`config.mk`:
```
export PLATFORM = sky130hd
export DESIGN_NAME = afd_mul
export DESIGN_NICKNAME = d
export VERILOG_FILES = /design/src/rtl/afd_mul.sv
export SDC_FILE = /design/constraint.sdc
export NUM_CORES = 2
export LEC_CHECK = 0
export BUFFER_PORTS_ARGS = -buffer_cell sky130_fd_sc_hd__clkbuf_2
export CAP_MARGIN = 10
export CORE_AREA = 5 5 269 271
export DETAILED_ROUTE_END_ITERATION = 8
export DIE_AREA = 0 0 274 276
export PLACE_DENSITY = 0.77
export SYNTH_ARGS = -nofsm -noshare
export SYNTH_HDL_FRONTEND = slang
export SYNTH_SLANG_ARGS = --single-unit
```
`constraint.sdc`:
```
create_clock -name clk -period 13.5 [get_ports clk]
set_input_delay 2.025 -clock clk [delete_from_list [all_inputs] [get_ports clk]]
set_output_delay 2.025 -clock clk [all_outputs]
set_load 0.005 [all_outputs]
```
`src/rtl/afd_mul.sv`:
```
module afd_mul (
  input  logic               clk,
  input  logic               en,
  input  logic signed [32:0] a,
  input  logic signed [32:0] b,
  output logic signed [65:0] prod
);

  // shared signed multiplier, product registered
  always_ff @(posedge clk) begin
    if (en) begin
      prod <= a * b;
    end
  end

endmodule

```
==> results.py <==
metrics = {
    "floorplanning": {
        "dieArea_um2": 75620,
        "start_util_pct": 59.52,
        "ios": 134,
        "die_w_um": 274,
        "core_region_area_um2": 69540,
        "rows": 97,
        "die_h_um": 276,
    },
    "sta": {
        "fmax_mhz": 99.14,
        "timing.hold.ws_ns": 1.970,
        "tightest_slew_ns": 1.141,
        "grt_setup_unrepaired": "false",
        "hold_violations": 0,
        "final_max_slew_viol_count": 0,
        "fin_setup_tns_ns": 0,
        "period_needed_ns": 10.09,
        "relSlewSlack_pct": 23.71,
        "setup_viol": 0,
        "fin_crit_sh_pct": 74.71,
    },
    "critical_path": {
        "worstSetupPathType": "in2reg",
        "worstPathArrival_ns": 10.19,
        "endpoint_kind": "register",
        "crit_fanout": 33,
        "crit_required_ns": 13.60,
        "cp-start-kind": "input port",
    },
    "yosys": {
        "synth_top_cell_area_share_pct": 55.37,
        "syn_area_per_cell_um2": 9.542,
        "yosysSeqAreaShare_pct": 4.788,
        "synth_area_um2": 41390,
        "yosysWarnings": 0,
        "yosys_most_used_dff": "edfxtp_1",
        "synth.largest_area_cell": "fa_1",
        "synth.most_common_cell": "fa_1",
        "synthTopCellsByArea": "fa_1, inv_1, and2_1, ha_1, nand2_1",
        "ys_async_sr_fraction_pct": 0,
        "synth-edff-count": 66,
        "ys_ff_latch": 66,
        "synthTopCellsByCount": "fa_1, inv_1, and2_1",
        "synth_nets": 5768,
        "yosys.cell_types.count": 80,
        "syn_inst": 4338,
    },
    "grt": {
        "grt_antenna_before_repair": 4,
        "grt_first_pass_wirelength_mm": 172.2,
        "grt_pass1_vias": 32020,
        "gr-total-overflow": 0,
        "grt_max_degree": 64,
        "track_usage_pct": 29.13,
    },
    "finish": {
        "fin_area_um2": 42780,
        "top_register": "prod",
        "top_regs": "prod: 66 flops",
        "final_util_pct": 61.51,
        "largest_reg_flops": 66,
        "final_nets": 5705,
        "fill_cells": 5752,
        "syn_to_final_growth_pct": 3.340,
        "drive_gt1_share_pct": 4.673,
    },
    "cts": {
        "cts_tree": "built",
        "clkTransAtPathRegs_ns": 0.06,
        "root_buffer": "clkbuf_16",
        "cts_buffer_depth": 2,
        "clock_sinks": 66,
        "ctsHoldBuffers": 0,
        "htree_levels": 3,
        "cts_setup_buffers": 0,
        "post_cts_resize_count": 0,
        "cts-buffers-inserted": 9,
    },
    "placement": {
        "io_buffers": 133,
        "dpl-instance-area_um2": 42490,
        "dpl.hpwl_mm": 88.18,
        "place_congestion": 0.9716,
    },
    "hold_path": {
        "whs_endpoint": "prod[65]$_DFFE_PP_",
        "hp-class": "in2reg",
        "holdPathStages": 1,
        "worstHoldStart": "en",
    },
    "drt": {
        "ant_nets": 0,
        "vias_per_cell": 5.567,
        "dr.pass1.iters": 6,
        "routed_wl_mm": 106.0,
        "drtIter0Drc": 1850,
        "vias": 29080,
        "drc": 0,
        "wire_per_inst_um": 20.29,
    },
    "job": {
        "maxCapViolCount": 0,
    },
    "run_status": {
        "outcome": "completed",
    },
}
critical path, stage by stage:
cell       delay (ns)
clkbuf_2         0.71
nand2_1          0.29
fa_1             0.72
fa_1             0.46
fa_1             0.57
inv_1            0.08
fa_1             1.22
fa_1             0.59
fa_1             0.50
fa_1             0.49
inv_1            0.06
fa_1             0.48
inv_1            0.04
ha_1             0.44
and3_1           0.19
nand3_1          0.09
nand2b_1         0.23
a2111oi_4        0.36
a211oi_4         0.10
a21o_2           0.25
a211oi_2         0.19
a211oi_2         0.06
cells by family (layout without fill, tap and decap cells):
group | after synthesis | after routing | synth area share, %
AO/OA/AOI/OAI | 219 | 219 | 4.002
XOR/XNOR | 68 | 68 | 1.439
adder cells (fa/ha/maj) | 1362 | 1362 | 61.93
buffers and inverters | 1352 | 1294 | 12.31
flip-flops | 66 | 66 | 4.788
other | 0 | 3 | 0
AND/OR/NAND/NOR | 1271 | 1271 | 15.53
layout by cell type, fill, tap and decap left out, types with 36 or more instances in the layout:
cell and instances:
edfxtp_1 66, a21o_1 36, clkbuf_2 132, inv_1 1131, nor2_1 68, and2_1 562
xnor2_1 43, fa_1 1145, a21oi_1 57, nand2_1 551, ha_1 217
metrics by stage:
| stage | cells | worst slack [ns] |
|---|---|---|
| 2_1_floorplan | 4338 | 4.110 |
| 3_3_place_gp | 5204 | 3.272 |
| 3_5_place_dp | 5204 | 3.080 |
| 4_1_cts | 5220 | 3.474 |
| 5_1_grt | 5223 | 3.011 |
| 6_report | 5223 | 3.414 |
how the worst max path moves through the flow:
stage,startpoint,to,cells past startpoint
after global routing,a[32],prod[62]$_DFFE_PP_,21
after CTS,a[32],prod[62]$_DFFE_PP_,22
final,b[9],prod[62]$_DFFE_PP_,22
after global placement,a[32],prod[62]$_DFFE_PP_,22
after detailed placement,a[32],prod[58]$_DFFE_PP_,22
after floorplan,a[32],prod[62]$_DFFE_PP_,23
layer usage:
layer	vias up	global-route usage, %	part of all wire, %
met3	353	3.824	6.1
li1	12270	-	-
met2	1189	50.79	53
met4	0	15.68	6.7
met5	-	0	0
met1	15260	35.19	34
cell type report:
class | count | area, µm² | share of cell area, %
multi-input cells | 2920 | 34320 | 80.22
diodes | 3 | 7.507 | 0.01755
repair buffers | 147 | 770.7 | 1.802
inverters | 1131 | 4245 | 9.924
flip-flops and latches | 66 | 1982 | 4.633
well taps | 940 | 1176 | 2.749
clock inverters | 7 | 53.80 | 0.1258
clock buffers | 9 | 225.2 | 0.5265
Power is left out: the tool's default activity adds up to more than one toggle a clock period on the data nets, which glitch-free logic cannot reach.
